--- config.mk ---
export PLATFORM = sky130hd
export DESIGN_NAME = dimmer_link_frame_receiver_flat
export DESIGN_NICKNAME = d
export VERILOG_FILES = /design/src/design/dlfr_pkg.sv /design/src/design/dlfr_rx_if.sv /design/src/design/dlfr_reply_if.sv /design/src/design/dimmer_link_frame_receiver.sv /design/src/flat_wrapper.sv
export VERILOG_INCLUDE_DIRS = /design/src /design/src/design
export SDC_FILE = /design/constraint.sdc
export NUM_CORES = 1
export LEC_CHECK = 0
export ABC_CLOCK_PERIOD_IN_PS = 14500
export BUFFER_PORTS_ARGS = -buffer_cell sky130_fd_sc_hd__buf_4
export CORE_ASPECT_RATIO = 0.75
export CORE_MARGIN = 1.5
export CORE_UTILIZATION = 45
export CTS_BUF_LIST = sky130_fd_sc_hd__clkbuf_8
export CTS_CLUSTER_SIZE = 10
export DETAILED_ROUTE_END_ITERATION = 16
export MAX_ROUTING_LAYER = met4
export PLACE_DENSITY = 0.74
export SLEW_MARGIN = 20
export SYNTH_ARGS = -nofsm -noshare
export SYNTH_HDL_FRONTEND = slang
export SYNTH_SLANG_ARGS = --single-unit
--- constraint.sdc ---
create_clock -name clk -period 14.5 [get_ports clk]
set_clock_uncertainty 0.1 [all_clocks]
set_input_delay 3.625 -clock clk [delete_from_list [all_inputs] [get_ports clk]]
set_output_delay 3.625 -clock clk [all_outputs]
set_load 0.05 [all_outputs]
--- src/design/assert_macros.svh ---
// Assertion macros shared by the design files.
`ifndef ASSERT_MACROS_SVH
`define ASSERT_MACROS_SVH
`ifndef SYNTHESIS
`define ASSERT_IMPLIES(label, clk, rst_n, ante, cons) \
	label: assert property (@(posedge clk) disable iff (!rst_n) (ante) |-> (cons)) \
	else $error("assertion failed");
`define ASSERT_NEXT(label, clk, rst_n, ante, cons) \
	label: assert property (@(posedge clk) disable iff (!rst_n) (ante) |=> (cons)) \
	else $error("assertion failed");
`else
`define ASSERT_IMPLIES(label, clk, rst_n, ante, cons)
`define ASSERT_NEXT(label, clk, rst_n, ante, cons)
`endif
`endif

--- src/design/dlfr_pkg.sv ---
// Constants and beat types of the dimmer link frame receiver.
package dlfr_pkg;

	localparam int FRAME_BUFFER_BYTES = 256;
	localparam int HEAD_DEPTH = 17;
	localparam int HEAD_IDX_W = $clog2(HEAD_DEPTH);

	localparam logic [7:0] START_MARK   = 8'h01;
	localparam logic [7:0] END_MARK     = 8'h04;
	localparam logic [7:0] CMD_SWITCH   = 8'h01;
	localparam logic [7:0] CMD_POLL     = 8'h10;
	localparam logic [7:0] CMD_VERSION  = 8'h11;
	localparam logic [7:0] CMD_SETTINGS = 8'h20;
	localparam logic [7:0] ACK_OK       = 8'h01;
	localparam logic [7:0] POLL_MIN_LEN = 8'd17;
	localparam logic [7:0] VER_MIN_LEN  = 8'd2;
	localparam logic [7:0] HEADER_END   = 8'd4;

	localparam logic [1:0] STATUS_ABSORBED = 2'd0;
	localparam logic [1:0] STATUS_DROPPED  = 2'd1;
	localparam logic [1:0] STATUS_COMPLETE = 2'd2;

	typedef struct packed {
		logic [7:0] rx_byte;
		logic [7:0] expected_sequence;
	} rx_beat_t;

	typedef struct packed {
		logic [1:0]  frame_status;
		logic        reply_accepted;
		logic [7:0]  reply_command;
		logic [7:0]  hardware_revision;
		logic [15:0] reported_brightness;
		logic [31:0] power_period;
		logic [31:0] voltage_period;
		logic [31:0] current_period;
		logic [7:0]  reported_fade_rate;
		logic [7:0]  firmware_minor;
		logic [7:0]  firmware_major;
	} reply_beat_t;

endpackage

--- src/design/dlfr_rx_if.sv ---
// Valid/ready channel that carries received bytes.
interface dlfr_rx_if;
	import dlfr_pkg::*;
	logic     valid;
	logic     ready;
	rx_beat_t payload;
	modport source (output valid, output payload, input ready);
	modport sink (input valid, input payload, output ready);
endinterface

--- src/design/dlfr_reply_if.sv ---
// Valid/ready channel that carries one result beat per received byte.
interface dlfr_reply_if;
	import dlfr_pkg::*;
	logic        valid;
	logic        ready;
	reply_beat_t payload;
	modport source (output valid, output payload, input ready);
	modport sink (input valid, input payload, output ready);
endinterface

--- src/design/dimmer_link_frame_receiver.sv ---
// Deframer for the reply channel of a dimmer link: one result beat per received byte.
// Each received byte is first captured in an input register; when the output register
// can take a result, a single pass of logic updates the frame position, held header,
// running checksum and the first 17 payload bytes, and loads one result beat into the
// output register. A new byte is taken every cycle while the result side does not
// stall, so the sustained rate is then one byte per clock. Both registers hold when the
// result side stalls; the input register frees as soon as its byte moves on.
`include "assert_macros.svh"

module dimmer_link_frame_receiver (
	input  logic         clk,
	input  logic         arst_n,
	dlfr_rx_if.sink      rx,
	dlfr_reply_if.source reply
);
	import dlfr_pkg::*;

	logic        valid_s1;
	rx_beat_t    rx_s1;
	logic        out_valid_q;
	reply_beat_t out_q;
	logic        advance;

	logic [7:0]  pos_q, held_seq_q, held_cmd_q, held_len_q, prev_q;
	logic [15:0] sum_q;
	logic [7:0]  head_q [HEAD_DEPTH];

	logic [7:0]  pos_d, seq_d, cmd_d, len_d;
	logic [15:0] sum_d;
	logic        head_we;
	logic [7:0]  idx;
	logic        drop, complete;
	reply_beat_t res;

	logic [8:0]  pos_x, len_x;
	logic [9:0]  need_x;
	logic [7:0]  c;

	assign advance = !out_valid_q || reply.ready;
	assign rx.ready = !valid_s1 || advance;
	assign reply.valid = out_valid_q;
	assign reply.payload = out_q;

	assign c = rx_s1.rx_byte;
	assign pos_x = {1'b0, pos_q};
	assign len_x = {1'b0, held_len_q};
	assign need_x = {2'b00, held_len_q} + 10'd7;
	assign idx = pos_q - HEADER_END;

	always_comb begin
		pos_d = pos_q;
		seq_d = held_seq_q;
		cmd_d = held_cmd_q;
		len_d = held_len_q;
		sum_d = sum_q;
		head_we = 1'b0;
		drop = 1'b0;
		complete = 1'b0;
		if (pos_q == 8'd0) begin
			if (c == START_MARK) begin
				sum_d = '0;
				pos_d = 8'd1;
			end else begin
				drop = 1'b1;
			end
		end else if (pos_q < HEADER_END) begin
			if (pos_q == 8'd1) seq_d = c;
			else if (pos_q == 8'd2) cmd_d = c;
			else len_d = c;
			sum_d = sum_q + {8'd0, c};
			pos_d = pos_q + 8'd1;
		end else if (need_x > 10'(FRAME_BUFFER_BYTES)) begin
			drop = 1'b1;
		end else if (pos_x < len_x + 9'd4) begin
			head_we = (idx < 8'(HEAD_DEPTH));
			sum_d = sum_q + {8'd0, c};
			pos_d = pos_q + 8'd1;
		end else if (pos_x == len_x + 9'd4) begin
			pos_d = pos_q + 8'd1;
		end else if (pos_x == len_x + 9'd5) begin
			if ({prev_q, c} != sum_q) drop = 1'b1;
			else pos_d = pos_q + 8'd1;
		end else if (pos_x == len_x + 9'd6) begin
			if (c == END_MARK) begin
				complete = 1'b1;
				pos_d = 8'd0;
			end else begin
				drop = 1'b1;
			end
		end else begin
			drop = 1'b1;
		end
		if (drop) pos_d = 8'd0;
	end

	always_comb begin
		res = '0;
		if (drop) begin
			res.frame_status = STATUS_DROPPED;
		end else if (complete) begin
			res.frame_status = STATUS_COMPLETE;
			res.reply_command = held_cmd_q;
			if (held_seq_q == rx_s1.expected_sequence) begin
				case (held_cmd_q)
					CMD_POLL: begin
						if (held_len_q >= POLL_MIN_LEN) begin
							res.reply_accepted = 1'b1;
							res.hardware_revision = head_q[0];
							res.reported_brightness = {head_q[3], head_q[2]};
							res.power_period = {head_q[7], head_q[6], head_q[5], head_q[4]};
							res.voltage_period = {head_q[11], head_q[10], head_q[9], head_q[8]};
							res.current_period = {head_q[15], head_q[14], head_q[13], head_q[12]};
							res.reported_fade_rate = head_q[16];
						end
					end
					CMD_VERSION: begin
						if (held_len_q >= VER_MIN_LEN) begin
							res.reply_accepted = 1'b1;
							res.firmware_minor = head_q[0];
							res.firmware_major = head_q[1];
						end
					end
					CMD_SWITCH, CMD_SETTINGS: begin
						res.reply_accepted = (held_len_q != 8'd0) && (head_q[0] == ACK_OK);
					end
					default: begin
						res.reply_accepted = 1'b0;
					end
				endcase
			end
		end else begin
			res.frame_status = STATUS_ABSORBED;
		end
	end

	always_ff @(posedge clk or negedge arst_n) begin
		if (!arst_n) begin
			valid_s1 <= 1'b0;
			out_valid_q <= 1'b0;
			pos_q <= '0;
			held_seq_q <= '0;
			held_cmd_q <= '0;
			held_len_q <= '0;
			sum_q <= '0;
			prev_q <= '0;
		end else begin
			if (rx.ready) valid_s1 <= rx.valid;
			if (advance) out_valid_q <= valid_s1;
			if (advance && valid_s1) begin
				pos_q <= pos_d;
				held_seq_q <= seq_d;
				held_cmd_q <= cmd_d;
				held_len_q <= len_d;
				sum_q <= sum_d;
				prev_q <= c;
			end
		end
	end

	always_ff @(posedge clk) begin
		if (rx.ready && rx.valid) rx_s1 <= rx.payload;
		if (advance && valid_s1) out_q <= res;
		if (advance && valid_s1 && head_we) head_q[idx[HEAD_IDX_W-1:0]] <= c;
	end

	`ASSERT_IMPLIES(a_accept_complete, clk, arst_n, reply.valid && reply.payload.reply_accepted, reply.payload.frame_status == STATUS_COMPLETE)
	`ASSERT_IMPLIES(a_pos_bound, clk, arst_n, pos_q >= HEADER_END, pos_x <= len_x + 9'd6)
	`ASSERT_NEXT(a_start_mark, clk, arst_n, advance && valid_s1 && pos_q == 8'd0 && c == START_MARK, pos_q == 8'd1)

endmodule
--- src/flat_wrapper.sv ---
// flat-port wrapper written by rule: the top's interface ports become plain ports
module dimmer_link_frame_receiver_flat import dlfr_pkg::*;
  (clk, arst_n, rx_valid, rx_payload, rx_ready, reply_valid, reply_payload, reply_ready);
  dlfr_rx_if rx_i ();
  dlfr_reply_if reply_i ();
  input  logic clk;
  input  logic arst_n;
  input wire logic [$bits(rx_i.valid)-1:0] rx_valid;
  input wire logic [$bits(rx_i.payload)-1:0] rx_payload;
  output wire logic [$bits(rx_i.ready)-1:0] rx_ready;
  output wire logic [$bits(reply_i.valid)-1:0] reply_valid;
  output wire logic [$bits(reply_i.payload)-1:0] reply_payload;
  input wire logic [$bits(reply_i.ready)-1:0] reply_ready;
  assign rx_i.valid = rx_valid;
  assign rx_i.payload = rx_payload;
  assign rx_ready = rx_i.ready;
  assign reply_valid = reply_i.valid;
  assign reply_payload = reply_i.payload;
  assign reply_i.ready = reply_ready;
  dimmer_link_frame_receiver u_core (.clk(clk), .arst_n(arst_n), .rx(rx_i), .reply(reply_i));
endmodule
# ---- Word-level counts from Yosys, hierarchy flattened
# Memory sizes are Yosys's and may differ from the RTL's. A register that Yosys moved wholly into a read port is not among the register bits.
# Cells that the tools add are included.
dict set report totals {
  regBits 101
  mem_bits_rw 136
  in_bits 20
  output_inout_bits 157
  word_cells 124
  mem_count 1
}
# memory words word_bits rd rd_ports_with_merged_regs wr line
set memory_table {}
lappend memory_table {u_core.head_q 17 8 17 16 1 dimmer_link_frame_receiver.sv:26} ;# logic [7:0] head_q [HEAD_DEPTH];
dict set report op_classes {
  addsub 7
  n_lt_le_gt_ge 6
  eq_ne 19
  muxes 44
  n_bitwise 9
  n_reduce_logical 23
}
# operator count
set ops {}
lappend ops {{8-bit two-way mux} 11}
lappend ops {{16-bit two-way mux} 5}
lappend ops {{8-bit by 3-bit adder with 9-bit output, second input constant} 4}
lappend ops {{8-bit by 1-bit equality test with 1-bit output, second input constant} 4}
lappend ops {{8-bit by 9-bit equality test with 1-bit output} 3}
lappend ops {{1-bit two-way mux} 26}
lappend ops {{16-bit by 8-bit adder with 16-bit output} 1}
lappend ops {{8-bit by 5-bit equality test with 1-bit output, second input constant} 2}
lappend ops {{16-bit inequality test} 1}
lappend ops {{7-bit nonzero test} 2}
lappend ops {{10-bit by 9-bit > comparator with 1-bit output, second input constant} 1}
lappend ops {{5-bit AND reduction} 2}
lappend ops {{5-bit OR reduction} 2}
lappend ops {{8-bit by 9-bit less-than comparator with 1-bit output} 1}
lappend ops {{1-bit inverter} 9}
lappend ops {{8-bit by 1-bit adder with 8-bit output, second input constant} 1}
lappend ops {{8-bit by 2-bit equality test with 1-bit output, second input constant} 1}
lappend ops {{8-bit by 3-bit equality test with 1-bit output, second input constant} 1}
lappend ops {{8-bit by 6-bit equality test with 1-bit output, second input constant} 1}
lappend ops {{8-bit equality test} 1}
lappend ops {{8-bit by 2-bit >= comparator with 1-bit output, second input constant} 1}
lappend ops {{8-bit by 5-bit >= comparator with 1-bit output, second input constant} 1}
lappend ops {{8-bit logical NOT} 1}
lappend ops {{8-bit by 3-bit less-than comparator with 1-bit output, second input constant} 1}
lappend ops {{18 further kinds} 25}

# ---- Longest topological paths before layout
# Gate-level depths: netlist (run 1).
dict set report logic_depth {
  ltp_word 11
  mapped_depth 15
}

# ---- Worst setup path after synthesis (run 1)
# No wires, ideal clock.
dict set report synth_path {
  kind {input to register}
  from {input reply_ready}
  to {register u_core.out_q, in the netlist reply_payload[100], enable pin}
  t_arrival_ps 8581
  required_time_ps 13820
  setup_slack_ps 5239
  path_stages 5
  cell_sequence {nand2b_1 > nand2_1 > inv_1 > clkbuf_1 > clkbuf_1}
}
dict set report synth_via {
  elab_chain_len 2
}
# item line
set synth_lines {}
lappend synth_lines {{start, declared} flat_wrapper.sv:13} ;# input wire logic [$bits(reply_i.ready)-1:0] reply_ready;
lappend synth_lines {{1-bit logical OR} dimmer_link_frame_receiver.sv:39} ;# assign advance = !out_valid_q || reply.ready;
lappend synth_lines {{1-bit logical AND} dimmer_link_frame_receiver.sv:162} ;# if (advance && valid_s1) out_q <= res;
lappend synth_lines {{end signal, assigned} dimmer_link_frame_receiver.sv:162}
lappend synth_lines {{end, declared} dimmer_link_frame_receiver.sv:21} ;# reply_beat_t out_q;
# No other way between the ends.
# A chain may end at the register's enable or synchronous reset.

# ---- Final worst setup path (run 1)
dict set report layout_path {
  from {input reply_ready}
  to {output rx_ready}
}
dict set report layout_via {
  elab_chain_len 2
}
# item line
set layout_lines {}
lappend layout_lines {{1-bit logical OR} dimmer_link_frame_receiver.sv:39}
lappend layout_lines {{1-bit logical OR} dimmer_link_frame_receiver.sv:40} ;# assign rx.ready = !valid_s1 || advance;
lappend layout_lines {{end, declared} flat_wrapper.sv:10} ;# output wire logic [$bits(rx_i.ready)-1:0] rx_ready;
# No other way between the ends.

==> flow_results.xml, run 1 <==
<?xml version="1.0" encoding="UTF-8"?>
<metrics>
  <group name="worst_setup_path">
    <metric name="critical_path.reg2reg.startpoint" unit="">u_core.held_len_q[3]</metric>
    <metric name="crit_required" unit="ns">10.77</metric>
    <metric name="start_kind" unit="">input pin</metric>
    <metric name="cp_data_arrival_time" unit="ns">4.13</metric>
    <metric name="cp_max_fo" unit="">3</metric>
    <metric name="path_class" unit="">in2out</metric>
    <metric name="worst_setup_path_startpoint" unit="">reply_ready</metric>
    <metric name="setup.worst_path.end_class" unit="">output pin</metric>
  </group>
  <group name="clocking">
    <metric name="clock_tree_buf_depth" unit="">3</metric>
    <metric name="worst_setup_hold_path_clk_slew" unit="ns">0.06</metric>
    <metric name="clock_sink_count" unit="">365</metric>
    <metric name="cts_post_setup_buffers_inserted" unit="">0</metric>
    <metric name="clk_root_buffer_cell" unit="">clkbuf_8</metric>
    <metric name="tritoncts" unit="">built</metric>
    <metric name="cts-htree-levels" unit="">2</metric>
    <metric name="numCtsBuffers" unit="">56</metric>
    <metric name="cts_resized" unit="">0</metric>
    <metric name="ctsHoldBuffers" unit="">0</metric>
    <metric name="worst_skew_pair.late_latency" unit="ns">0.60</metric>
  </group>
  <group name="power">
    <metric name="p_sw_share" unit="%">32.1</metric>
    <metric name="total_net_switching_power" unit="µW">887</metric>
    <metric name="static-leakage-power" unit="µW">0.00683</metric>
    <metric name="vdd.ir_drop.worst" unit="mV">0.0655</metric>
    <metric name="power-per-cell-area" unit="mW/mm²">158</metric>
    <metric name="seqPwrFrac" unit="%">47.6</metric>
    <metric name="p_int" unit="µW">1870</metric>
    <metric name="p_comb_share" unit="%">23.2</metric>
    <metric name="pwr-share-clk" unit="%">29.1</metric>
  </group>
  <group name="floorplan">
    <metric name="die-area" unit="mm²">0.0337</metric>
    <metric name="initial_core_util" unit="%">45.5</metric>
    <metric name="floorplan.core_area" unit="mm²">0.0322</metric>
    <metric name="fp.dieW" unit="µm">211</metric>
    <metric name="core.rowCount" unit="">57</metric>
    <metric name="num_io_pins" unit="">177</metric>
    <metric name="die_h" unit="µm">159</metric>
  </group>
  <group name="finish">
    <metric name="multiInputGateArea" unit="mm²">0.00371</metric>
    <metric name="num-nets-final" unit="">1235</metric>
    <metric name="num_antenna_cells" unit="">0</metric>
    <metric name="seq_area" unit="mm²">0.0107</metric>
    <metric name="syn_to_final_growth" unit="%">19.4</metric>
    <metric name="nFillCells" unit="">2647</metric>
    <metric name="drive_above_1_share" unit="%">23.8</metric>
  </group>
  <group name="yosys">
    <metric name="yosysWarningCount" unit="">0</metric>
    <metric name="yosys_register_bits" unit="">365</metric>
    <metric name="synth_top_area_share" unit="%">62.9</metric>
    <metric name="synth.cells.most_frequent" unit="">edfxtp_1 (307), and2_1 (159), nand2_1 (65)</metric>
    <metric name="ys_seq_area_share" unit="%">72.8</metric>
    <metric name="synth_cell_types" unit="">66</metric>
    <metric name="primary_ff_master_synth" unit="">edfxtp_1</metric>
    <metric name="most_frequently_used_cell_type_in_the_post_synthesis_netlist" unit="">edfxtp_1</metric>
    <metric name="synth-edff-count" unit="">307</metric>
    <metric name="synth_area_per_cell" unit="µm²">15.0</metric>
    <metric name="synth.net_count" unit="">1032</metric>
    <metric name="netlist_area" unit="mm²">0.0147</metric>
    <metric name="yosys-top-cells-area" unit="">edfxtp_1 (63%), dfrtp_1 (9.9%), and2_1 (6.8%)</metric>
    <metric name="fraction_of_registers_with_async_set_reset" unit="%">15.9</metric>
    <metric name="post-synth-top-area-cell" unit="">edfxtp_1</metric>
    <metric name="postSynthCellCount" unit="">976</metric>
  </group>
  <group name="sta">
    <metric name="slew-limit-headroom" unit="%">28.9</metric>
    <metric name="final_hold_viol_count" unit="">0</metric>
    <metric name="grt_setup_unrepaired" unit="">no</metric>
    <metric name="setup_slack" unit="ns">6.65</metric>
    <metric name="achievable-frequency" unit="MHz">127</metric>
    <metric name="report.final.setup_viol" unit="">0</metric>
    <metric name="post-route-min-period" unit="ns">7.85</metric>
    <metric name="fin_crit_sh" unit="%">54.2</metric>
    <metric name="number_of_pins_exceeding_their_max_slew_limit_in_the_final_report" unit="">0</metric>
    <metric name="timing_worst_slew_pin_value" unit="ns">1.07</metric>
    <metric name="timing.setup.tns" unit="ns">0</metric>
  </group>
  <group name="hold_path">
    <metric name="holdCritStartpoint" unit="">u_core.sum_q[6]</metric>
    <metric name="min-delay-path-class" unit="">reg2reg</metric>
  </group>
  <group name="place">
    <metric name="globalplace.congestion" unit="">0.869</metric>
    <metric name="numPortBuffers" unit="">176</metric>
    <metric name="place_ws" unit="ns">6.65</metric>
    <metric name="detailed_place_hpwl" unit="µm">19100</metric>
  </group>
  <group name="run">
    <metric name="max_cap_viol_count" unit="">0</metric>
  </group>
  <group name="detailed_routing">
    <metric name="wire_per_inst" unit="µm">18.4</metric>
    <metric name="first_drt_iteration_drcs" unit="">786</metric>
    <metric name="first_pass_iters" unit="">5</metric>
    <metric name="detail_route.vias_per_cell" unit="">5.00</metric>
    <metric name="drtAntennaViolNets" unit="">0</metric>
    <metric name="routed_wl" unit="µm">30700</metric>
    <metric name="detailroute.via_count" unit="">8336</metric>
    <metric name="remaining_drc_errors" unit="">0</metric>
  </group>
  <group name="outcome">
    <metric name="run_status" unit="">finished clean</metric>
  </group>
  <group name="global_routing">
    <metric name="grt_antenna_before_repair" unit="">0</metric>
    <metric name="grt_pass1_wl" unit="µm">46900</metric>
    <metric name="gr_ovfl_total" unit="">0</metric>
    <metric name="vias_in_the_first_global_route" unit="">8075</metric>
    <metric name="grt_start_max_net_pins" unit="">129</metric>
    <metric name="grt_util_all_layers" unit="%">18.9</metric>
  </group>
</metrics>
worst paths after layout:
| check | end | cells past startpoint | slack (ns) |
|---|---|---|---|
| setup / recovery | rx_ready | 3 | 6.65 |
| hold / removal | u_core.sum_q[6] | 2 | 0.39 |
| setup reg to reg | reply_payload[30] | 13 | 9.56 |
| hold reg to reg | u_core.sum_q[6] | 2 | 0.39 |
| max in group asynchronous | u_core.pos_q[4] | 1 | 10.78 |
| min in group asynchronous | u_core.held_seq_q[6] | 1 | 3.01 |
layout by cell type, fill, tap and decap left out, types with 8 or more instances in the layout:
cell type and n:
dfrtp_1 58, o21ai_0 26, buf_4 187, xor2_1 18
a21oi_1 17, a21o_1 8, nor2_1 37, edfxtp_1 307
nor3_1 11, and2_1 159, clkbuf_8 58, nand2_1 65
inv_1 42, ha_1 35, o31ai_1 10, nor4_1 12
xnor2_1 22, nand3_1 13, mux2_2 19, clkinv_1 10
cells by family after synthesis:
group,count (synthesis),synth area share [%]
AND/OR/NAND/NOR,347,13.4
flip-flops,365,72.8
buffers and inverters,63,1.90
adder cells (fa/ha/maj),36,3.13
multiplexers,20,1.53
XOR/XNOR,40,2.39
AO/OA/AOI/OAI,105,4.88
state kept, by name (all words and copies together), names as in the netlist:
name                  flops
u_core.held_cmd_q         8
u_core.rx_s1              8
u_core.sum_q             16
u_core.reply.payload     27
u_core.held_seq_q         8
reply_payload           128
u_core.held_len_q         8
u_core.c                  8
u_core.head_q           136
u_core.reply.valid        1
u_core.pos_q              8
u_core.prev_q             8
u_core.valid_s1           1
power by group through the flow:
| stage | sequential, µW | combinational, µW | clock [µW] |
|---|---|---|---|
| final | 1310 | 641 | 804 |
| after global routing | 1330 | 700 | 870 |
| after CTS | 1310 | 637 | 824 |
| after detailed placement | 1330 | 633 | 0 |
| after global placement | 1330 | 619 | 0 |
| after floorplan | 1400 | 396 | 0 |
area by class of cell:
| type | count | share of cell area (%) |
|---|---|---|
| Inverter | 21 | 0.479 |
| Tap cell | 442 | 3.16 |
| Timing Repair Buffer | 187 | 8.02 |
| Clock inverter | 47 | 1.57 |
| Clock buffer | 58 | 4.56 |
| Multi-Input combinational cell | 548 | 21.2 |
| Sequential cell | 365 | 61.0 |
layer usage:
metal | global-route usage, % | part of all wire (%)
met1 | 27.3 | 47
met2 | 27.1 | 44
met3 | 3.91 | 7.2
met4 | 5.36 | 2.1
met5 | - | 0
worst max-delay path: stages:
cell	delay (ns)
buf_4	0.11
nand3b_1	0.18
buf_4	0.21
through the flow:
stage          instances  hold WS, ns  util, %  total power, µW  cell area [µm²]
6_report            1668        0.388     54.3             2760            17500
3_5_place_dp        1563        0.374     50.9             1970            16400
4_1_cts             1668        0.386     54.3             2770            17500
2_1_floorplan        976        0.353        -             1800            14700
3_3_place_gp        1563        0.366     50.9             1950            16400
5_1_grt             1668        0.385     54.3             2900            17500
No activity file was read; power rests on OpenSTA's default activity.
==> run 2: changes to the inputs <==
Settings changed: ABC_CLOCK_PERIOD_IN_PS 14500 to 7650.
Clock period 14.5 ns to 7.65 ns, I/O delays scaled along.
==> flow_results.xml, run 2 (synthesis results as in run 1) <==
<?xml version="1.0" encoding="UTF-8"?>
<metrics>
  <group name="outcome">
    <metric name="run_status" unit="">finished clean</metric>
  </group>
  <group name="clocking">
    <metric name="cts-htree-levels" unit="">2</metric>
    <metric name="clock_sink_count" unit="">365</metric>
    <metric name="ctsHoldBuffers" unit="">0</metric>
    <metric name="clk_root_buffer_cell" unit="">clkbuf_8</metric>
    <metric name="worst_skew_pair.late_latency" unit="ns">0.61</metric>
    <metric name="clock_tree_buf_depth" unit="">3</metric>
    <metric name="tritoncts" unit="">built</metric>
    <metric name="numCtsBuffers" unit="">54</metric>
    <metric name="cts_post_setup_buffers_inserted" unit="">0</metric>
    <metric name="cts_resized" unit="">0</metric>
    <metric name="worst_setup_hold_path_clk_slew" unit="ns">0.07</metric>
  </group>
  <group name="detailed_routing">
    <metric name="drtAntennaViolNets" unit="">0</metric>
    <metric name="remaining_drc_errors" unit="">0</metric>
    <metric name="detailroute.via_count" unit="">8544</metric>
    <metric name="drt-met1-wl" unit="µm">14500</metric>
    <metric name="wire_per_inst" unit="µm">18.6</metric>
    <metric name="first_drt_iteration_drcs" unit="">777</metric>
    <metric name="routed_wl" unit="µm">30900</metric>
    <metric name="maxUsedRoutingLayer" unit="">met4</metric>
    <metric name="first_pass_iters" unit="">5</metric>
    <metric name="detail_route.vias_per_cell" unit="">5.13</metric>
    <metric name="met3_wirelength" unit="µm">2300</metric>
    <metric name="detailroute.wirelength.met2" unit="µm">13600</metric>
  </group>
  <group name="global_routing">
    <metric name="grt_pass1_wl" unit="µm">47300</metric>
    <metric name="grt_antenna_before_repair" unit="">1</metric>
    <metric name="vias_in_the_first_global_route" unit="">8099</metric>
    <metric name="gr_ovfl_total" unit="">0</metric>
    <metric name="grt_util_all_layers" unit="%">19.0</metric>
    <metric name="grt_start_max_net_pins" unit="">129</metric>
  </group>
  <group name="place">
    <metric name="numPortBuffers" unit="">176</metric>
    <metric name="globalplace.congestion" unit="">0.898</metric>
    <metric name="detailed_place_hpwl" unit="µm">19100</metric>
    <metric name="place_area" unit="mm²">0.0164</metric>
  </group>
  <group name="finish">
    <metric name="final_util" unit="%">54.4</metric>
    <metric name="layout.cells.most_common" unit="">edfxtp_1</metric>
    <metric name="flip_flop_count_of_the_largest_register_all_copies_and_words_added" unit="">136</metric>
    <metric name="nFillCells" unit="">2579</metric>
    <metric name="fin_area" unit="mm²">0.0175</metric>
    <metric name="drive_above_1_share" unit="%">24.0</metric>
    <metric name="syn_to_final_growth" unit="%">19.6</metric>
    <metric name="num_antenna_cells" unit="">0</metric>
    <metric name="num-nets-final" unit="">1233</metric>
    <metric name="most-common-layout-cells" unit="">edfxtp_1 (307), buf_4 (187), and2_1 (159), nand2_1 (65), dfrtp_1 (58)</metric>
  </group>
  <group name="worst_setup_path">
    <metric name="critical_path.reg2reg.startpoint" unit="">u_core.held_len_q[4]</metric>
    <metric name="critical_path.max_stage_delay" unit="ns">0.72</metric>
    <metric name="cp_data_arrival_time" unit="ns">5.04</metric>
    <metric name="worst_setup_path_startpoint" unit="">u_core.held_len_q[4]</metric>
    <metric name="setup.worst_path.end_class" unit="">flop</metric>
    <metric name="path_class" unit="">reg2reg</metric>
    <metric name="start_kind" unit="">flop</metric>
    <metric name="cp_max_fo" unit="">128</metric>
    <metric name="crit_required" unit="ns">8.01</metric>
    <metric name="cp_cell_sequence" unit="">and4_1 &gt; nand2_1 &gt; xor2_1 &gt; ha_1 &gt; o21ai_0 &gt; a221o_1 &gt; or3_1 &gt; nor3b_4 &gt; nand3_2 &gt; nor4_4 &gt; buf_4 &gt; and2_1</metric>
    <metric name="worst_path_max_delay_cell" unit="">buf_4</metric>
    <metric name="timing.reg2reg.worst_path_depth" unit="">12</metric>
  </group>
  <group name="sta">
    <metric name="report.final.setup_viol" unit="">0</metric>
    <metric name="achievable-frequency" unit="MHz">214</metric>
    <metric name="timing.setup.tns" unit="ns">0</metric>
    <metric name="timing_worst_slew_pin_value" unit="ns">0.940</metric>
    <metric name="slew-limit-headroom" unit="%">35.7</metric>
    <metric name="fin_crit_sh" unit="%">61.2</metric>
    <metric name="grt_setup_unrepaired" unit="">no</metric>
    <metric name="final.hold.worst_slack" unit="ns">0.392</metric>
    <metric name="post-route-min-period" unit="ns">4.68</metric>
    <metric name="number_of_pins_exceeding_their_max_slew_limit_in_the_final_report" unit="">0</metric>
    <metric name="final_hold_viol_count" unit="">0</metric>
  </group>
  <group name="floorplan">
    <metric name="num_io_pins" unit="">177</metric>
    <metric name="initial_core_util" unit="%">45.5</metric>
    <metric name="fp.dieW" unit="µm">211</metric>
    <metric name="floorplan.core_area" unit="mm²">0.0322</metric>
    <metric name="die_h" unit="µm">159</metric>
    <metric name="die-area" unit="mm²">0.0337</metric>
    <metric name="core.rowCount" unit="">57</metric>
  </group>
  <group name="hold_path">
    <metric name="min-delay-path-class" unit="">reg2reg</metric>
    <metric name="worst_hold_path.num_cells" unit="">2</metric>
    <metric name="holdCritStartpoint" unit="">u_core.sum_q[2]</metric>
  </group>
  <group name="power">
    <metric name="vdd.ir_drop.worst" unit="mV">0.125</metric>
    <metric name="power-per-cell-area" unit="mW/mm²">302</metric>
    <metric name="static-leakage-power" unit="µW">0.00684</metric>
  </group>
  <group name="run">
    <metric name="max_cap_viol_count" unit="">0</metric>
  </group>
</metrics>
## run 2: worst max-delay path, delay by kind of cell, from the launching register on
kind	cells	cell delay, ns
simple gates	7	1.95
buf+inv	1	0.72
flops	1	0.70
compound gates	2	0.46
fa+ha+maj	1	0.31
xor+xnor	1	0.16
## run 2: where the power goes
part           switching [µW]  internal [µW]  leakage, µW  total, µW
sequential                164           2320      0.00367       2490
clock                     748            849     0.000633       1600
combinational             767            442      0.00254       1210
total                    1680           3620      0.00684       5300
## run 2: area by class of cell
cell class	instances	area [µm²]	area share [%]
clock buffers	55	757	4.32
clock inverters	47	347	1.98
inverters	21	83.8	0.478
multi-input cells	548	3710	21.2
flip-flops and latches	365	10700	60.9
well taps	442	553	3.16
repair buffers	187	1400	8.01
## run 2: final timing paths
| path | to | slack, ns |
|---|---|---|
| max | reply_payload[102] | 2.97 |
| min | u_core.sum_q[2] | 0.39 |
| max reg2reg | reply_payload[102] | 2.97 |
| min reg2reg | u_core.sum_q[2] | 0.39 |
| max in group asynchronous | u_core.sum_q[7] | 5.60 |
| min in group asynchronous | u_core.held_seq_q[7] | 1.28 |
## run 2: metrics by stage
step | cells | worst slack [ns] | power (µW)
3_5_place_dp | 1563 | 2.79 | 3720
4_1_cts | 1665 | 2.95 | 5320
2_1_floorplan | 976 | 0.102 | 3400
5_1_grt | 1665 | 2.61 | 5550
6_report | 1665 | 2.97 | 5300
3_3_place_gp | 1563 | 2.85 | 3690
## run 2: per-layer routing
metal / GRT usage [%] / vias up
met3: 3.87 / 48
met5: - / -
met2: 27.3 / 354
li1: - / 3968
met1: 27.8 / 4174
met4: 5.00 / 0
==> run 3: changes to the inputs <==
Settings changed: ABC_CLOCK_PERIOD_IN_PS 7650 to 4200, PLACE_DENSITY 0.74 to 0.77.
Clock period 7.65 ns to 4.2 ns, I/O delays scaled along.
==> flow_results.xml, run 3 (synthesis results as in run 1) <==
<?xml version="1.0" encoding="UTF-8"?>
<metrics>
  <group name="hold_path">
    <metric name="min-delay-path-class" unit="">reg2reg</metric>
    <metric name="min_delay_worst_endpoint" unit="">u_core.sum_q[4]</metric>
    <metric name="worst_hold_path.num_cells" unit="">2</metric>
    <metric name="holdCritStartpoint" unit="">u_core.sum_q[4]</metric>
  </group>
  <group name="sta">
    <metric name="grt_setup_unrepaired" unit="">no</metric>
    <metric name="timing.setup.tns" unit="ns">0</metric>
    <metric name="number_of_pins_exceeding_their_max_slew_limit_in_the_final_report" unit="">0</metric>
    <metric name="report.final.setup_viol" unit="">0</metric>
    <metric name="slew-limit-headroom" unit="%">33.5</metric>
    <metric name="post-route-min-period" unit="ns">3.92</metric>
    <metric name="fin_crit_sh" unit="%">93.4</metric>
    <metric name="final_hold_viol_count" unit="">0</metric>
    <metric name="achievable-frequency" unit="MHz">255</metric>
    <metric name="timing_worst_slew_pin_value" unit="ns">0.998</metric>
  </group>
  <group name="clocking">
    <metric name="cts-htree-levels" unit="">2</metric>
    <metric name="worst_setup_hold_path_clk_slew" unit="ns">0.06</metric>
    <metric name="clk_root_buffer_cell" unit="">clkbuf_8</metric>
    <metric name="clock_tree_buf_depth" unit="">3</metric>
    <metric name="numCtsBuffers" unit="">55</metric>
    <metric name="clock_sink_count" unit="">365</metric>
    <metric name="cts_post_setup_buffers_inserted" unit="">0</metric>
    <metric name="tritoncts" unit="">built</metric>
    <metric name="ctsHoldBuffers" unit="">0</metric>
    <metric name="cts_resized" unit="">0</metric>
    <metric name="worst_skew_pair.late_latency" unit="ns">0.61</metric>
  </group>
  <group name="place">
    <metric name="globalplace.congestion" unit="">0.876</metric>
    <metric name="detailed_place_hpwl" unit="µm">21100</metric>
    <metric name="numPortBuffers" unit="">176</metric>
  </group>
  <group name="worst_setup_path">
    <metric name="cp_data_arrival_time" unit="ns">4.29</metric>
    <metric name="start_kind" unit="">flop</metric>
    <metric name="critical_path.reg2reg.startpoint" unit="">u_core.held_len_q[3]</metric>
    <metric name="timing.reg2reg.worst_path_depth" unit="">14</metric>
    <metric name="cp_max_fo" unit="">52</metric>
    <metric name="worstReg2RegEnd" unit="">reply_payload[108]</metric>
    <metric name="regToRegSetupSlack" unit="ns">0.28</metric>
    <metric name="crit_required" unit="ns">4.57</metric>
    <metric name="setup.worst_path.end_class" unit="">flop</metric>
    <metric name="path_class" unit="">reg2reg</metric>
  </group>
  <group name="floorplan">
    <metric name="core.rowCount" unit="">57</metric>
    <metric name="num_io_pins" unit="">177</metric>
    <metric name="initial_core_util" unit="%">45.5</metric>
    <metric name="floorplan.core_area" unit="mm²">0.0322</metric>
    <metric name="die-area" unit="mm²">0.0337</metric>
    <metric name="die_h" unit="µm">159</metric>
    <metric name="fp.dieW" unit="µm">211</metric>
  </group>
  <group name="detailed_routing">
    <metric name="detailroute.via_count" unit="">8605</metric>
    <metric name="wire_per_inst" unit="µm">18.9</metric>
    <metric name="drtAntennaViolNets" unit="">0</metric>
    <metric name="first_pass_iters" unit="">5</metric>
    <metric name="remaining_drc_errors" unit="">0</metric>
    <metric name="routed_wl" unit="µm">32100</metric>
    <metric name="detail_route.vias_per_cell" unit="">5.06</metric>
    <metric name="first_drt_iteration_drcs" unit="">853</metric>
  </group>
  <group name="global_routing">
    <metric name="grt_pass1_wl" unit="µm">49300</metric>
    <metric name="grt_antenna_before_repair" unit="">0</metric>
    <metric name="vias_in_the_first_global_route" unit="">8378</metric>
    <metric name="gr_ovfl_total" unit="">0</metric>
    <metric name="grt_util_all_layers" unit="%">19.8</metric>
    <metric name="grt_start_max_net_pins" unit="">174</metric>
  </group>
  <group name="finish">
    <metric name="num_antenna_cells" unit="">0</metric>
    <metric name="layout.cells.most_common" unit="">edfxtp_1</metric>
    <metric name="nFillCells" unit="">2568</metric>
    <metric name="most-common-layout-cells" unit="">edfxtp_1 (307), buf_4 (219), and2_1 (159), nand2_1 (65), dfrtp_1 (58)</metric>
    <metric name="final_util" unit="%">55.3</metric>
    <metric name="syn_to_final_growth" unit="%">21.7</metric>
    <metric name="drive_above_1_share" unit="%">26.1</metric>
    <metric name="num-nets-final" unit="">1270</metric>
    <metric name="flip_flop_count_of_the_largest_register_all_copies_and_words_added" unit="">136</metric>
  </group>
  <group name="outcome">
    <metric name="run_status" unit="">finished clean</metric>
  </group>
  <group name="run">
    <metric name="max_cap_viol_count" unit="">0</metric>
  </group>
  <group name="power">
    <metric name="static-leakage-power" unit="µW">0.00700</metric>
    <metric name="power-per-cell-area" unit="mW/mm²">545</metric>
    <metric name="vdd.ir_drop.worst" unit="mV">0.267</metric>
  </group>
</metrics>
run 3: cell count changes in the layout (fill, tap and decap cells not counted), moves of 2 or more:
| cell | change |
|---|---|
| buf_4 | +32 |
| clkinv_1 | +9 |
| clkinv_2 | -2 |
| buf_12 | +4 |
| inv_1 | -6 |
run 3: stage by stage:
step	instance area, µm²	power [µW]	worst slack, ns	hold WS (ns)	cells
after detailed placement	16700	6890	0.235	0.376	1599
after global placement	16700	6860	0.287	0.364	1599
final	17800	9720	0.279	0.381	1702
after floorplan	14700	6180	0.343	0.353	976
after CTS	17800	9760	0.208	0.388	1702
after global routing	17800	10200	0.0470	0.412	1702
run 3: power breakdown:
| group | switching [µW] | total (µW) | internal [µW] |
|---|---|---|---|
| Sequential | 259 | 4500 | 4240 |
| Clock | 1360 | 2860 | 1490 |
| Combinational | 1500 | 2360 | 868 |
| Total | 3120 | 9720 | 6600 |
run 3: worst max-delay path by stage:
stage	startpoint	endpoint	slack (ns)	depth (start not counted)
2_1_floorplan	u_core.held_len_q[2]	u_core.head_q[16][0]	0.34	12
5_1_grt	u_core.held_len_q[3]	reply_payload[108]	0.05	14
6_report	u_core.held_len_q[3]	reply_payload[108]	0.28	14
3_5_place_dp	u_core.held_len_q[3]	u_core.reply.payload[9]	0.23	12
3_3_place_gp	u_core.held_len_q[3]	u_core.reply.payload[0]	0.29	12
4_1_cts	u_core.held_len_q[3]	u_core.reply.payload[11]	0.21	12
run 3: critical path, cell delays in order, from the launching register on:
cell and delay, ns:
dfrtp_1 0.57, ha_2 0.38, nand2_1 0.09, xor2_1 0.15, ha_1 0.31, o21a_1 0.12, o21ai_0 0.09, a221o_1 0.32
or3_1 0.42, nor3b_4 0.24, nand3_2 0.15, nor4_4 0.24, buf_12 0.20, buf_12 0.21, and2_1 0.16
run 3: per-layer routing:
metal | up-vias | track usage [%] | wire length (µm)
li1 | 4042 | - | -
met1 | 4228 | 28.6 | 15100
met2 | 292 | 28.9 | 14400
met3 | 43 | 3.71 | 2010
met4 | 0 | 5.45 | 641
met5 | - | - | 0
run 3: layout make-up:
cell class / instances / area [µm²] / share of cell area [%]
Inverter: 21 / 83.8 / 0.470
Clock inverter: 48 / 332 / 1.86
Tap cell: 442 / 553 / 3.10
Sequential cell: 365 / 10700 / 59.8
Multi-Input combinational cell: 548 / 3720 / 20.8
Timing Repair Buffer: 223 / 1720 / 9.67
Clock buffer: 55 / 757 / 4.24
